<file path="config.mk">
export PLATFORM = sky130hd
export DESIGN_NAME = fifo_dedup_recent_list
export DESIGN_NICKNAME = d
export VERILOG_FILES = /design/src/hdl/fdrl_pkg.sv /design/src/hdl/fdrl_front.sv /design/src/hdl/fdrl_back.sv /design/src/hdl/fifo_dedup_recent_list.sv
export SDC_FILE = /design/constraint.sdc
export NUM_CORES = 1
export LEC_CHECK = 0
export BUFFER_PORTS_ARGS = -buffer_cell sky130_fd_sc_hd__buf_4
export CAP_MARGIN = 30
export CORE_MARGIN = 2
export CORE_UTILIZATION = 50
export DETAILED_ROUTE_END_ITERATION = 8
export GPL_TIMING_DRIVEN = 0
export MAX_ROUTING_LAYER = met4
export PLACE_DENSITY = 0.69
export SLEW_MARGIN = 20
export SYNTH_ARGS = -nofsm -noshare
export SYNTH_HDL_FRONTEND = slang
export SYNTH_HIERARCHICAL = 1
export SYNTH_SLANG_ARGS = --single-unit
</file>
<file path="constraint.sdc">
create_clock -name clock -period 6 [get_ports clock]
set_input_delay 1.2 -clock clock [delete_from_list [all_inputs] [get_ports clock]]
set_output_delay 1.2 -clock clock [all_outputs]
set_load 0.02 [all_outputs]
</file>
<file path="src/hdl/fdrl_pkg.sv">
`timescale 1ns / 1ps
`default_nettype none

package fdrl_pkg;

   // Fixed field widths
   localparam int IdWidth    = 32;
   localparam int CountWidth = 5;
   localparam int CfgWidth   = 5;

   // Parameter defaults
   localparam int CapacityDefault = 16;
   localparam int IdBitsDefault   = 32;

   // Capacity register value after reset
   localparam logic [CfgWidth-1:0] CapacityReset = 5'd16;

   // Depth of the queue between front and back
   localparam int QueueDepth = 2;

   // Command codes
   localparam logic CmdMessage = 1'b0;
   localparam logic CmdReadout = 1'b1;

   // Result kind codes
   localparam logic KindStatus = 1'b0;
   localparam logic KindEntry  = 1'b1;

   typedef struct packed {
      logic               command;
      logic [IdWidth-1:0] visitor_id;
   } fdrl_item_type;

endpackage

`default_nettype wire

</file>
<file path="src/hdl/fdrl_front.sv">
`timescale 1ns / 1ps
`default_nettype none

module fdrl_front #(
   parameter int ID_BITS = fdrl_pkg::IdBitsDefault
) (
   input  wire logic                        clock,
   input  wire logic                        reset,
   input  wire logic                        req_valid,
   output logic                             req_ready,
   input  wire logic                        req_command,
   input  wire logic [fdrl_pkg::IdWidth-1:0] req_visitor_id,
   output logic                             item_valid,
   output fdrl_pkg::fdrl_item_type          item,
   input  wire logic                        item_pop
);
   import fdrl_pkg::*;

   localparam int QPtrW = (QueueDepth > 1) ? $clog2(QueueDepth) : 1;
   localparam int QCntW = $clog2(QueueDepth + 1);
   localparam logic [IdWidth-1:0] IdMask =
      (ID_BITS >= IdWidth) ? {IdWidth{1'b1}} : IdWidth'((64'd1 << ID_BITS) - 64'd1);

   fdrl_item_type      q_ff [QueueDepth];
   fdrl_item_type      item_in;
   logic [QPtrW-1:0]   wr_ptr_ff, wr_ptr_in;
   logic [QPtrW-1:0]   rd_ptr_ff, rd_ptr_in;
   logic [QCntW-1:0]   cnt_ff, cnt_in;
   logic               push;

   // classify: decode command, mask id to the configured width
   always_comb begin
      item_in.command    = req_command;
      item_in.visitor_id = req_visitor_id & IdMask;
   end

   assign req_ready  = (cnt_ff != QCntW'(QueueDepth));
   assign push       = req_valid && req_ready;
   assign item_valid = (cnt_ff != '0);
   assign item       = q_ff[rd_ptr_ff];

   always_comb begin
      wr_ptr_in = wr_ptr_ff;
      rd_ptr_in = rd_ptr_ff;
      cnt_in    = cnt_ff;
      if (push) begin
         wr_ptr_in = (wr_ptr_ff == QPtrW'(QueueDepth - 1)) ? '0 : wr_ptr_ff + 1'b1;
      end
      if (item_pop) begin
         rd_ptr_in = (rd_ptr_ff == QPtrW'(QueueDepth - 1)) ? '0 : rd_ptr_ff + 1'b1;
      end
      priority if (push && !item_pop) begin
         cnt_in = cnt_ff + 1'b1;
      end else if (item_pop && !push) begin
         cnt_in = cnt_ff - 1'b1;
      end else begin
         cnt_in = cnt_ff;
      end
   end

   always_ff @(posedge clock) begin
      if (reset) begin
         wr_ptr_ff <= '0;
         rd_ptr_ff <= '0;
         cnt_ff    <= '0;
      end else begin
         wr_ptr_ff <= wr_ptr_in;
         rd_ptr_ff <= rd_ptr_in;
         cnt_ff    <= cnt_in;
      end
   end

   always_ff @(posedge clock) begin
      if (push) begin
         q_ff[wr_ptr_ff] <= item_in;
      end
   end

`ifndef NO_ASSERTIONS
   a_pop_nonempty: assert property (@(posedge clock) disable iff (reset)
      item_pop |-> (cnt_ff != '0))
      else $error("queue popped while empty");

   a_cnt_bound: assert property (@(posedge clock) disable iff (reset)
      cnt_ff <= QCntW'(QueueDepth))
      else $error("queue count above depth");

   a_empty_ptrs: assert property (@(posedge clock) disable iff (reset)
      (cnt_ff == '0) |-> (wr_ptr_ff == rd_ptr_ff))
      else $error("empty queue with pointers apart");
`endif

endmodule

`default_nettype wire

</file>
<file path="src/hdl/fdrl_back.sv">
`timescale 1ns / 1ps
`default_nettype none

module fdrl_back #(
   parameter int CAPACITY = fdrl_pkg::CapacityDefault,
   parameter int ID_BITS  = fdrl_pkg::IdBitsDefault
) (
   input  wire logic                           clock,
   input  wire logic                           reset,
   input  wire logic                           csr_we,
   input  wire logic [fdrl_pkg::CfgWidth-1:0]   csr_wdata,
   input  wire logic                           item_valid,
   input  wire fdrl_pkg::fdrl_item_type        item,
   output logic                                item_pop,
   output logic                                rsp_valid,
   input  wire logic                           rsp_ready,
   output logic                                rsp_kind,
   output logic                                rsp_hit,
   output logic                                rsp_evicted,
   output logic [fdrl_pkg::IdWidth-1:0]        rsp_entry_id,
   output logic                                rsp_entry_valid,
   output logic [fdrl_pkg::CountWidth-1:0]     rsp_held_count,
   output logic                                rsp_last
);
   import fdrl_pkg::*;

   localparam int PtrW   = (CAPACITY > 1) ? $clog2(CAPACITY) : 1;
   localparam int OccW   = $clog2(CAPACITY + 1);
   localparam int CmpW   = (OccW > CfgWidth) ? OccW : CfgWidth;
   localparam int SumW   = OccW + 1;
   localparam int StoreW = (ID_BITS < IdWidth) ? ID_BITS : IdWidth;

   typedef enum logic [1:0] {
      ST_IDLE = 2'b01,
      ST_READ = 2'b10
   } state_type;

   state_type          state_ff, state_in;
   logic [StoreW-1:0]  store_ff [CAPACITY];
   logic [PtrW-1:0]    oldest_ff, oldest_in;
   logic [OccW-1:0]    occ_ff, occ_in;
   logic [PtrW-1:0]    pos_ff, pos_in;
   logic [OccW-1:0]    rem_ff, rem_in;
   logic [CfgWidth-1:0] cap_ff;

   logic               rsp_valid_ff, rsp_valid_in;
   logic               rsp_kind_ff, rsp_kind_in;
   logic               rsp_hit_ff, rsp_hit_in;
   logic               rsp_evicted_ff, rsp_evicted_in;
   logic [IdWidth-1:0] rsp_entry_id_ff, rsp_entry_id_in;
   logic               rsp_entry_valid_ff, rsp_entry_valid_in;
   logic [CountWidth-1:0] rsp_held_count_ff, rsp_held_count_in;
   logic               rsp_last_ff, rsp_last_in;

   logic [StoreW-1:0]  id_t;
   logic [CAPACITY-1:0] held, match;
   logic               hit;
   logic [CmpW-1:0]    cap_ext, eff_cap;
   logic               full;
   logic [SumW-1:0]    sum_wr, sum_new;
   logic [PtrW-1:0]    wr_idx, newest, oldest_next, pos_prev, rd_addr;
   logic [StoreW-1:0]  rd_data;
   logic               store_we;
   logic               load;

   assign id_t = item.visitor_id[StoreW-1:0];

   // Parallel compare against every held entry
   always_comb begin
      logic [SumW-1:0] rel;
      logic [SumW-1:0] idx;
      for (int i = 0; i < CAPACITY; i++) begin
         idx = SumW'(i);
         rel = (idx >= SumW'(oldest_ff)) ? idx - SumW'(oldest_ff)
                                         : idx + SumW'(CAPACITY) - SumW'(oldest_ff);
         held[i]  = (rel < SumW'(occ_ff));
         match[i] = (store_ff[i] == id_t);
      end
   end

   assign hit = |(held & match);

   // Effective capacity: 0 acts as 1, clamp to CAPACITY
   assign cap_ext = CmpW'(cap_ff);
   assign eff_cap = (cap_ff == '0) ? CmpW'(1)
                  : ((cap_ext > CmpW'(CAPACITY)) ? CmpW'(CAPACITY) : cap_ext);
   assign full    = (CmpW'(occ_ff) >= eff_cap);

   // Ring positions: insert slot, newest slot, neighbors
   assign sum_wr  = SumW'(oldest_ff) + SumW'(occ_ff);
   assign wr_idx  = (sum_wr >= SumW'(CAPACITY)) ? PtrW'(sum_wr - SumW'(CAPACITY))
                                                : PtrW'(sum_wr);
   assign sum_new = sum_wr - SumW'(1);
   assign newest  = (sum_new >= SumW'(CAPACITY)) ? PtrW'(sum_new - SumW'(CAPACITY))
                                                 : PtrW'(sum_new);
   assign oldest_next = (oldest_ff == PtrW'(CAPACITY - 1)) ? '0 : oldest_ff + 1'b1;
   assign pos_prev    = (pos_ff == '0) ? PtrW'(CAPACITY - 1) : pos_ff - 1'b1;

   // Single read port: oldest slot for eviction, walk position for readout
   assign rd_addr = (state_ff == ST_READ) ? pos_ff : oldest_ff;
   assign rd_data = store_ff[rd_addr];

   assign load = !rsp_valid_ff || rsp_ready;

   always_comb begin
      state_in           = state_ff;
      oldest_in          = oldest_ff;
      occ_in             = occ_ff;
      pos_in             = pos_ff;
      rem_in             = rem_ff;
      store_we           = 1'b0;
      item_pop           = 1'b0;
      rsp_valid_in       = rsp_valid_ff;
      rsp_kind_in        = rsp_kind_ff;
      rsp_hit_in         = rsp_hit_ff;
      rsp_evicted_in     = rsp_evicted_ff;
      rsp_entry_id_in    = rsp_entry_id_ff;
      rsp_entry_valid_in = rsp_entry_valid_ff;
      rsp_held_count_in  = rsp_held_count_ff;
      rsp_last_in        = rsp_last_ff;
      if (load) begin
         rsp_valid_in = 1'b0;
         unique case (state_ff)
            ST_IDLE: begin
               if (item_valid) begin
                  item_pop = 1'b1;
                  if (item.command == CmdMessage) begin
                     if (!hit) begin
                        store_we = 1'b1;
                        if (full) begin
                           oldest_in = oldest_next;
                        end else begin
                           occ_in = occ_ff + 1'b1;
                        end
                     end
                     rsp_valid_in       = 1'b1;
                     rsp_kind_in        = KindStatus;
                     rsp_hit_in         = hit;
                     rsp_evicted_in     = !hit && full;
                     rsp_entry_id_in    = (!hit && full) ? IdWidth'(rd_data) : '0;
                     rsp_entry_valid_in = !hit && full;
                     rsp_held_count_in  = CountWidth'(occ_in);
                     rsp_last_in        = 1'b1;
                  end else if (occ_ff == '0) begin
                     rsp_valid_in       = 1'b1;
                     rsp_kind_in        = KindEntry;
                     rsp_hit_in         = 1'b0;
                     rsp_evicted_in     = 1'b0;
                     rsp_entry_id_in    = '0;
                     rsp_entry_valid_in = 1'b0;
                     rsp_held_count_in  = '0;
                     rsp_last_in        = 1'b1;
                  end else begin
                     state_in = ST_READ;
                     pos_in   = newest;
                     rem_in   = occ_ff;
                  end
               end
            end
            ST_READ: begin
               rsp_valid_in       = 1'b1;
               rsp_kind_in        = KindEntry;
               rsp_hit_in         = 1'b0;
               rsp_evicted_in     = 1'b0;
               rsp_entry_id_in    = IdWidth'(rd_data);
               rsp_entry_valid_in = 1'b1;
               rsp_held_count_in  = CountWidth'(occ_ff);
               rsp_last_in        = (rem_ff == OccW'(1));
               rem_in             = rem_ff - 1'b1;
               pos_in             = pos_prev;
               if (rem_ff == OccW'(1)) begin
                  state_in = ST_IDLE;
               end
            end
            default: begin
               state_in = ST_IDLE;
            end
         endcase
      end
   end

   always_ff @(posedge clock) begin
      if (reset) begin
         state_ff     <= ST_IDLE;
         oldest_ff    <= '0;
         occ_ff       <= '0;
         pos_ff       <= '0;
         rem_ff       <= '0;
         cap_ff       <= CapacityReset;
         rsp_valid_ff <= 1'b0;
      end else begin
         state_ff     <= state_in;
         oldest_ff    <= oldest_in;
         occ_ff       <= occ_in;
         pos_ff       <= pos_in;
         rem_ff       <= rem_in;
         rsp_valid_ff <= rsp_valid_in;
         if (csr_we) begin
            cap_ff <= csr_wdata;
         end
      end
   end

   always_ff @(posedge clock) begin
      rsp_kind_ff        <= rsp_kind_in;
      rsp_hit_ff         <= rsp_hit_in;
      rsp_evicted_ff     <= rsp_evicted_in;
      rsp_entry_id_ff    <= rsp_entry_id_in;
      rsp_entry_valid_ff <= rsp_entry_valid_in;
      rsp_held_count_ff  <= rsp_held_count_in;
      rsp_last_ff        <= rsp_last_in;
      if (store_we) begin
         store_ff[wr_idx] <= id_t;
      end
   end

   assign rsp_valid       = rsp_valid_ff;
   assign rsp_kind        = rsp_kind_ff;
   assign rsp_hit         = rsp_hit_ff;
   assign rsp_evicted     = rsp_evicted_ff;
   assign rsp_entry_id    = rsp_entry_id_ff;
   assign rsp_entry_valid = rsp_entry_valid_ff;
   assign rsp_held_count  = rsp_held_count_ff;
   assign rsp_last        = rsp_last_ff;

`ifndef NO_ASSERTIONS
   a_occ_bound: assert property (@(posedge clock) disable iff (reset)
      occ_ff <= OccW'(CAPACITY))
      else $error("occupancy above capacity");

   a_oldest_range: assert property (@(posedge clock) disable iff (reset)
      oldest_ff <= PtrW'(CAPACITY - 1))
      else $error("oldest pointer out of ring");

   a_read_rem: assert property (@(posedge clock) disable iff (reset)
      (state_ff == ST_READ) |-> (rem_ff != '0))
      else $error("readout walk with nothing left");

   a_evict_flags: assert property (@(posedge clock) disable iff (reset)
      (rsp_valid_ff && rsp_kind_ff == KindStatus && rsp_evicted_ff)
         |-> (rsp_entry_valid_ff && !rsp_hit_ff))
      else $error("eviction flags inconsistent");
`endif

endmodule

`default_nettype wire

</file>
<file path="src/hdl/fifo_dedup_recent_list.sv">
// Message item: result through the front queue and the result register; one message
//   per cycle sustained while rsp_ready is high. Readout item: walk state entered first,
//   then one entry per cycle while rsp_ready is high (one closing result when empty);
//   bound by the single read port of the id ring, walked newest to oldest.
// Synchronous active-high reset: list empty, oldest pointer 0, capacity 16,
//   queue and output register empty. Id ring contents are not cleared.
`timescale 1ns / 1ps
`default_nettype none

module fifo_dedup_recent_list #(
   parameter int CAPACITY = fdrl_pkg::CapacityDefault,
   parameter int ID_BITS  = fdrl_pkg::IdBitsDefault
) (
   input  wire logic                           clock,
   input  wire logic                           reset,
   // configuration
   input  wire logic                           csr_we,
   input  wire logic [fdrl_pkg::CfgWidth-1:0]   csr_wdata,
   // request items
   input  wire logic                           req_valid,
   output logic                                req_ready,
   input  wire logic                           req_command,
   input  wire logic [fdrl_pkg::IdWidth-1:0]    req_visitor_id,
   // result items
   output logic                                rsp_valid,
   input  wire logic                           rsp_ready,
   output logic                                rsp_kind,
   output logic                                rsp_hit,
   output logic                                rsp_evicted,
   output logic [fdrl_pkg::IdWidth-1:0]        rsp_entry_id,
   output logic                                rsp_entry_valid,
   output logic [fdrl_pkg::CountWidth-1:0]     rsp_held_count,
   output logic                                rsp_last
);
   import fdrl_pkg::*;

   // front -> back item path
   fdrl_item_type item;
   logic          item_valid;
   logic          item_pop;

   // Front: accepts items, masks the id, buffers them in a short queue
   fdrl_front #(
      .ID_BITS (ID_BITS)
   ) u_front (
      .clock          (clock),
      .reset          (reset),
      .req_valid      (req_valid),
      .req_ready      (req_ready),
      .req_command    (req_command),
      .req_visitor_id (req_visitor_id),
      .item_valid     (item_valid),
      .item           (item),
      .item_pop       (item_pop)
   );

   // Back: id ring with parallel hit check, FIFO replacement, readout walker,
   // and the registered result stage
   fdrl_back #(
      .CAPACITY (CAPACITY),
      .ID_BITS  (ID_BITS)
   ) u_back (
      .clock           (clock),
      .reset           (reset),
      .csr_we          (csr_we),
      .csr_wdata       (csr_wdata),
      .item_valid      (item_valid),
      .item            (item),
      .item_pop        (item_pop),
      .rsp_valid       (rsp_valid),
      .rsp_ready       (rsp_ready),
      .rsp_kind        (rsp_kind),
      .rsp_hit         (rsp_hit),
      .rsp_evicted     (rsp_evicted),
      .rsp_entry_id    (rsp_entry_id),
      .rsp_entry_valid (rsp_entry_valid),
      .rsp_held_count  (rsp_held_count),
      .rsp_last        (rsp_last)
   );

endmodule

`default_nettype wire

</file>
Word-level counts from Yosys, hierarchy flattened:

Memories as Yosys holds them, arrays and structs flattened. A register that Yosys moved wholly into a read port is not among the register bits.
Index checks and enable logic that the tools add are counted.

* memory bits (read-only): 0
* register bits: 72
* latch bits: 0
* memories: 2
* RAM bits: 578
* word-level logic and storage cells: 230

* div/mod/pow operators: 0
* equal/unequal tests: 26
* $lt $le $gt $ge: 35
* shifts and indexed selects: 0
* $add $sub $neg: 43
* mux-type cells: 83
* reduce and logical (&&, ||, !) cells: 21
* multipliers: 0
* bitwise logic cells: 3

Memory list
* u_back.store_ff: words 16, width 32, rd ports 17, clocked after Yosys merged registers in 0, write ports 1, line fdrl_back.sv:39 `logic [StoreW-1:0] store_ff [CAPACITY];`
* u_front.q_ff: words 2, width 33, rd ports 1, clocked after Yosys merged registers in 1, write ports 1, line fdrl_front.sv:24 `fdrl_item_type q_ff [QueueDepth];`

Operator list (count)
* 32-bit equality test: 16
* 32-bit 2-to-1 mux: 4
* 6-bit by 5-bit less-than comparator with 1-bit output: 16
* 6-bit 2-to-1 mux: 15
* 5-bit by 4-bit subtractor with 6-bit output (first input constant): 15
* 32-bit case mux with 2 select lines: 1
* 5-bit 2-to-1 mux: 10
* 4-bit by 4-bit subtractor with 5-bit output (first input constant): 8
* 4-bit 2-to-1 mux: 8
* 1-bit 2-to-1 mux: 29
* 4-bit >= comparator (first input constant): 7
* 5-bit case mux with 2 select lines: 2
* 3-bit by 4-bit subtractor with 5-bit output (first input constant): 4
* 16-bit bitwise AND: 1
* 3-bit by 4-bit >= comparator with 1-bit output (first input constant): 4
* 16-bit OR reduction: 1
* 6-bit by 5-bit >= comparator with 1-bit output (second input constant): 2
* 2-bit 2-to-1 mux: 6
* 1-bit case mux with 2 select lines: 6
* 4-bit by 1-bit subtractor with 4-bit output (second input constant): 3
* 5-bit logical NOT: 2
* 5-bit AND reduction: 2
* 1-bit by 4-bit subtractor with 5-bit output (first input constant): 2
* 2-bit by 4-bit subtractor with 5-bit output (first input constant): 2
* other kinds (29): 45

Depth between registers and ports, before layout:

* depth in word-level cells: 12
* mapped depth: 19
* gate-level depth less buffers: 16

Cells and area by module:

Netlist, hierarchy kept.

Modules (own cells, without submodules)
* fdrl_back: cells each 2116, seq. area each 17156.5 µm², instances 1, area each 31037.3 µm²
* fdrl_front: cells each 127, seq. area each 2082.0 µm², instances 1, area each 2602.5 µm²

Worst setup path after synthesis:

Ideal clock, no wire load.

* path kind: register -> register
* from: reg u_back.oldest_ff[3]
* to: mem u_back/store_ff[1][0] (netlist bit), enable pin
* buffers on the path: 3
* path slack: 0.436 ns
* clock period less this slack: 5.564 ns
* cell stages (with the launch flop): 18
* data required time: 5.579 ns
* setup time: 0.421 ns
* arrival time: 5.143 ns
* cell sequence: dfxtp_1 clkbuf_1 clkinv_1 ha_1 a21oi_1 nand2_1 ha_1 inv_1 ha_1 nand2_1 o311ai_0 nor3_1 a211o_1 nor4_4 buf_6 buf_8 nand3_2 nor2_1

* word-level cells in the longest chain between the ends: 12
* elaborated cells on any way between the ends: 90
* those cells by class: 33 x add/sub; 32 x order compare; 23 x mux; 1 x bitwise; 1 x reduce/logical

RTL lines
* start: declaration: line fdrl_back.sv:40 `logic [PtrW-1:0] oldest_ff, oldest_in;`
* start signal: assignment: line fdrl_back.sv:193 `oldest_ff <= oldest_in;`
* 5-bit by 4-bit subtractor with 6-bit output, or another cell as far along: line fdrl_back.sv:75 `: idx + SumW'(CAPACITY) - SumW'(oldest_ff);`
* 6-bit 2-to-1 mux: line fdrl_back.sv:74 `rel = (idx >= SumW'(oldest_ff)) ? idx - SumW'(oldest_ff)`
* 6-bit by 5-bit less-than comparator with 1-bit output: line fdrl_back.sv:76 `held[i] = (rel < SumW'(occ_ff));`
* 16-bit bitwise AND: line fdrl_back.sv:81 `assign hit = |(held & match);`
* 16-bit OR reduction: line fdrl_back.sv:81
* 1-bit 2-to-1 mux: line fdrl_back.sv:128 `if (!hit) begin`
* 1-bit 2-to-1 mux: line fdrl_back.sv:127 `if (item.command == CmdMessage) begin`
* 1-bit 2-to-1 mux: line fdrl_back.sv:125 `if (item_valid) begin`
* 1-bit 2-to-1 mux: line fdrl_back.sv:123 `unique case (state_ff)`
* 1-bit 2-to-1 mux: line fdrl_back.sv:121 `if (load) begin`
* 1-bit 2-to-1 mux: line fdrl_back.sv:212 `if (store_we) begin`
* 1-bit 2-to-1 mux (not written as such): line fdrl_back.sv:213 `store_ff[wr_idx] <= id_t;`
* end: declaration: line fdrl_back.sv:39

Parallel ways exist; a longest one is shown, timed or not.

==> impl_metrics.ini <==
[routing]
drc = 0
vias_per_cell = 6.74
antenna_left = 0
dr_total_vias = 23000
detail_route.wirelength.met1_mm = 54.2
routed.top_layer = met4
finalWirelength_mm = 144
detail_route.iter0.violations = 3946
detail_route.first_pass.iterations = 6
wl_per_cell_um = 42.2
met2WireLength_mm = 62.7
dr_wl_met3_mm = 17.6

[power_and_ir_drop]
power.static_leakage_nw = 13.7
total_power_mw = 15.8
vdd.ir_drop.worst_uv = 286
p_per_area_mw_per_mm2 = 402

[global_routing]
number_of_antenna_violations_at_the_first_check_in_global_routing = 9
grt_start_max_net_pins = 29
grt_usage = 0.427
overflow = 0
grt_pass1_vias = 21600
grt_pass1_wl_mm = 190

[worst_hold_path]
min_from = u_back/rem_ff[3]$_SDFFE_PP0P_
hp-class = reg -> reg
whs_endpoint = u_back/rem_ff[3]$_SDFFE_PP0P_
min_delay_path_depth = 2

[sta]
fin_crit_ns = 6.11
tightestPinTransition_ns = 1.23
final.setup_skew_ns = 0.0231
period_share = 1.02
timing.final.setup_violations = 23
grt_setup_unrepaired = no
timing.setup.tns_ns = -1.18
setup_slack_ns = -0.113
final_hold_viol_count = 0
maxSlewHeadroom = 0.173
final_max_slew_viol_count = 0
fmax_ghz = 0.164

[clock_tree]
worstSkewPairLatency_ns = 0.63
cts_buffer_depth = 3
clkSinkCount = 651
cts.reportedPaths.clkPinSlew_ns = 0.06
cts_buffers = 72
h-tree-depth = 3
clock_tree.root_cell = clkbuf_16
tritoncts_clock_tree = built

[synthesis]
synthFlopType = edfxtp_1
ys_warn_count = 6
postSynthRegisterBits = 651
count_of_flip_flops_with_a_built_in_enable_after_synthesis = 620
yosysSeqAreaShare = 0.572
synthesis.instances = 2243
post_synth_design_cell_area_mm2 = 0.0336
postSynth.asyncResetShare = 0
netlist-cell-type-count = 73
synth_area_per_cell_um2 = 15.0

[worst_setup_path]
worst-r2r-cell-count = 16
regToRegEndpoint = u_back/rsp_entry_id[12]$_DFFE_PP_
critPathCaptureType = flop
cp.required_ns = 6.33
cp.arrival_ns = 6.44
worstSetupPathType = reg -> reg
critical-path-max-stage-delay_ns = 1.08
worst_setup_path_start_kind = flop
critical_path.cell_chain = buf_2 -> buf_2 -> mux2_2 -> buf_6 -> buf_12 -> xor2_1 -> nor4_1 -> nand4_1 -> nor4_1 -> nand3_1 -> o2111ai_2 -> nor4_4 -> buf_4 -> a31oi_4 -> buf_6 -> a211oi_2
cpMaxStageDelayCell = nor4_1
maximum_net_fanout_on_the_critical_path = 17
rrSetupSlack_ns = -0.11
top_cell_family_by_delay_on_the_critical_path = simple AND/OR/NAND/NOR gates
crit_buf_inv = 6

[floorplan]
core.rowCount = 95
dieHeight_um = 263
die_x_um = 263
dieArea_mm2 = 0.0694
initial_utilization = 0.503
design.core.area_mm2 = 0.0669
num_io_pins = 87

[layout]
final_core_util = 0.586
fin_nets = 2617
area_growth_syn_to_layout_pct = 16.5
layout_common_cells = edfxtp_1 (620), xor2_1 (311), xnor2_1 (206)
post_route_cells_drive_above_1_share = 0.229
fillers = 5215
layout.cells.most_common = edfxtp_1
finalInstanceArea_mm2 = 0.0392

[place]
place_congestion = 1.07
place.detailed.hpwl_mm = 113
placed_area_mm2 = 0.0367
port_buffers = 85

[run]
drv_cap = 0

[status]
violations = negative setup slack
outcome = finished with violations
[state kept, by name, summed over array words and instances (netlist names), 4 cells and up, named ones only]
register / flops
u_back/store_ff: 512
u_back/rsp_held_count: 5
u_back/rem_ff: 5
u_back/occ_ff: 5
u_back/cap_ext: 5
u_back/rsp_entry_id: 32
u_back/oldest_ff: 4
u_back/pos_ff: 4
u_front/q_ff: 66
[metal layers]
layer | track usage | vias to the layer above
met5 | - | -
met4 | 0.233 | 0
met3 | 0.110 | 312
met2 | 0.614 | 1792
met1 | 0.556 | 11900
li1 | - | 8994
[worst reg2reg max path, stage by stage, from the launching register on]
cell and delay, ns:
dfxtp_1 0.30, buf_2 0.19, buf_2 0.46, mux2_2 0.60
buf_6 0.25, buf_12 0.17, xor2_1 0.20, nor4_1 0.54
nand4_1 0.26, nor4_1 1.08, nand3_1 0.27, o2111ai_2 0.18
nor4_4 0.10, buf_4 0.18, a31oi_4 0.54, buf_6 0.34
a211oi_2 0.15
[area by class of cell]
type,count,area (um^2),area share
flip-flops and latches,651,19200,0.491
multi-input cells,1402,13500,0.344
clock buffers,93,1920,0.0491
repair buffers,150,1850,0.0472
well taps,873,1090,0.0279
plain buffers,131,906,0.0231
clock inverters,38,434,0.0111
inverters,61,230,0.00587
diodes,10,25.0,0.000638
[logic make-up (layout without fill, tap and decap cells)]
| logic type | after synthesis | after routing | share of synthesized area |
|---|---|---|---|
| xor+xnor | 524 | 524 | 0.136 |
| compound gates | 179 | 179 | 0.0428 |
| simple gates | 376 | 376 | 0.0629 |
| mux | 214 | 214 | 0.113 |
| flops | 651 | 651 | 0.572 |
| buf+inv | 192 | 473 | 0.0335 |
| fa+ha+maj | 105 | 105 | 0.0395 |
| other cells | 2 | 14 | 0.000223 |
[what timing repair did]
| item | 4_1_cts | 5_1_grt |
|---|---|---|
| resized for setup | 6 | 1 |
| pin swaps | 6 | 0 |
| endpoints found under the hold margin | 0 | 0 |
| endpoints found under the setup margin | 536 | 10 |
| hold buffers | 0 | 0 |
| setup buffers | 6 | 0 |
| cloned | 0 | 0 |
[worst max-delay path by stage]
| stage | endpoint | cells past startpoint |
|---|---|---|
| 2_1_floorplan | u_back/store_ff[1][0]$_DFFE_PP_ | 17 |
| 3_3_place_gp | u_back/store_ff[2][14]$_DFFE_PP_ | 18 |
| 3_5_place_dp | u_back/store_ff[3][14]$_DFFE_PP_ | 19 |
| 4_1_cts | u_back/store_ff[2][27]$_DFFE_PP_ | 18 |
| 5_1_grt | u_back/store_ff[2][27]$_DFFE_PP_ | 21 |
| 6_report | u_back/rsp_entry_id[12]$_DFFE_PP_ | 16 |
[through the flow]
stage	setup WS (ns)	hold slack, ns	std cells
2_1_floorplan	0.436	0.454	2245
3_3_place_gp	-3.66	0.471	3203
3_5_place_dp	-0.670	0.492	3258
4_1_cts	0.141	0.501	3395
5_1_grt	0.0458	0.544	3406
6_report	-0.113	0.503	3409
[synthesized netlist by cell type (4+ instances only)]
master | n | area (um^2)
a2111oi_0 | 6 | 52.6
a211oi_1 | 38 | 285
a211oi_2 | 29 | 363
a21o_1 | 9 | 67.6
a21oi_1 | 27 | 135
a311o_1 | 4 | 40.0
and2_1 | 5 | 31.3
and3_1 | 5 | 31.3
buf_1 | 5 | 18.8
buf_2 | 19 | 95.1
buf_4 | 41 | 308
buf_6 | 24 | 270
clkbuf_1 | 38 | 143
dfxtp_1 | 31 | 621
edfxtp_1 | 620 | 18600
ha_1 | 103 | 1290
inv_1 | 60 | 225
mux2_2 | 34 | 383
mux2i_1 | 49 | 490
mux4_2 | 128 | 2880
nand2_1 | 37 | 139
nand2b_1 | 9 | 56.3
nand3_1 | 25 | 125
nand4_1 | 67 | 419
nor2_1 | 59 | 221
nor2b_1 | 45 | 282
nor3_1 | 15 | 75.1
nor4_1 | 87 | 544
o211ai_1 | 5 | 37.5
o21a_1 | 6 | 45.0
o21ai_0 | 21 | 105
or4_1 | 5 | 37.5
xnor2_1 | 209 | 1830
xor2_1 | 315 | 2760
[where the power goes]
group	total [mW]	internal (mW)	switching [mW]	leakage (nW)
Combinational	5.41	1.59	3.82	6.70
Clock	4.49	2.62	1.87	1.14
Sequential	5.86	5.70	0.160	5.88
Total	15.8	9.91	5.85	13.7
Power figures use the tool's default switching activity.
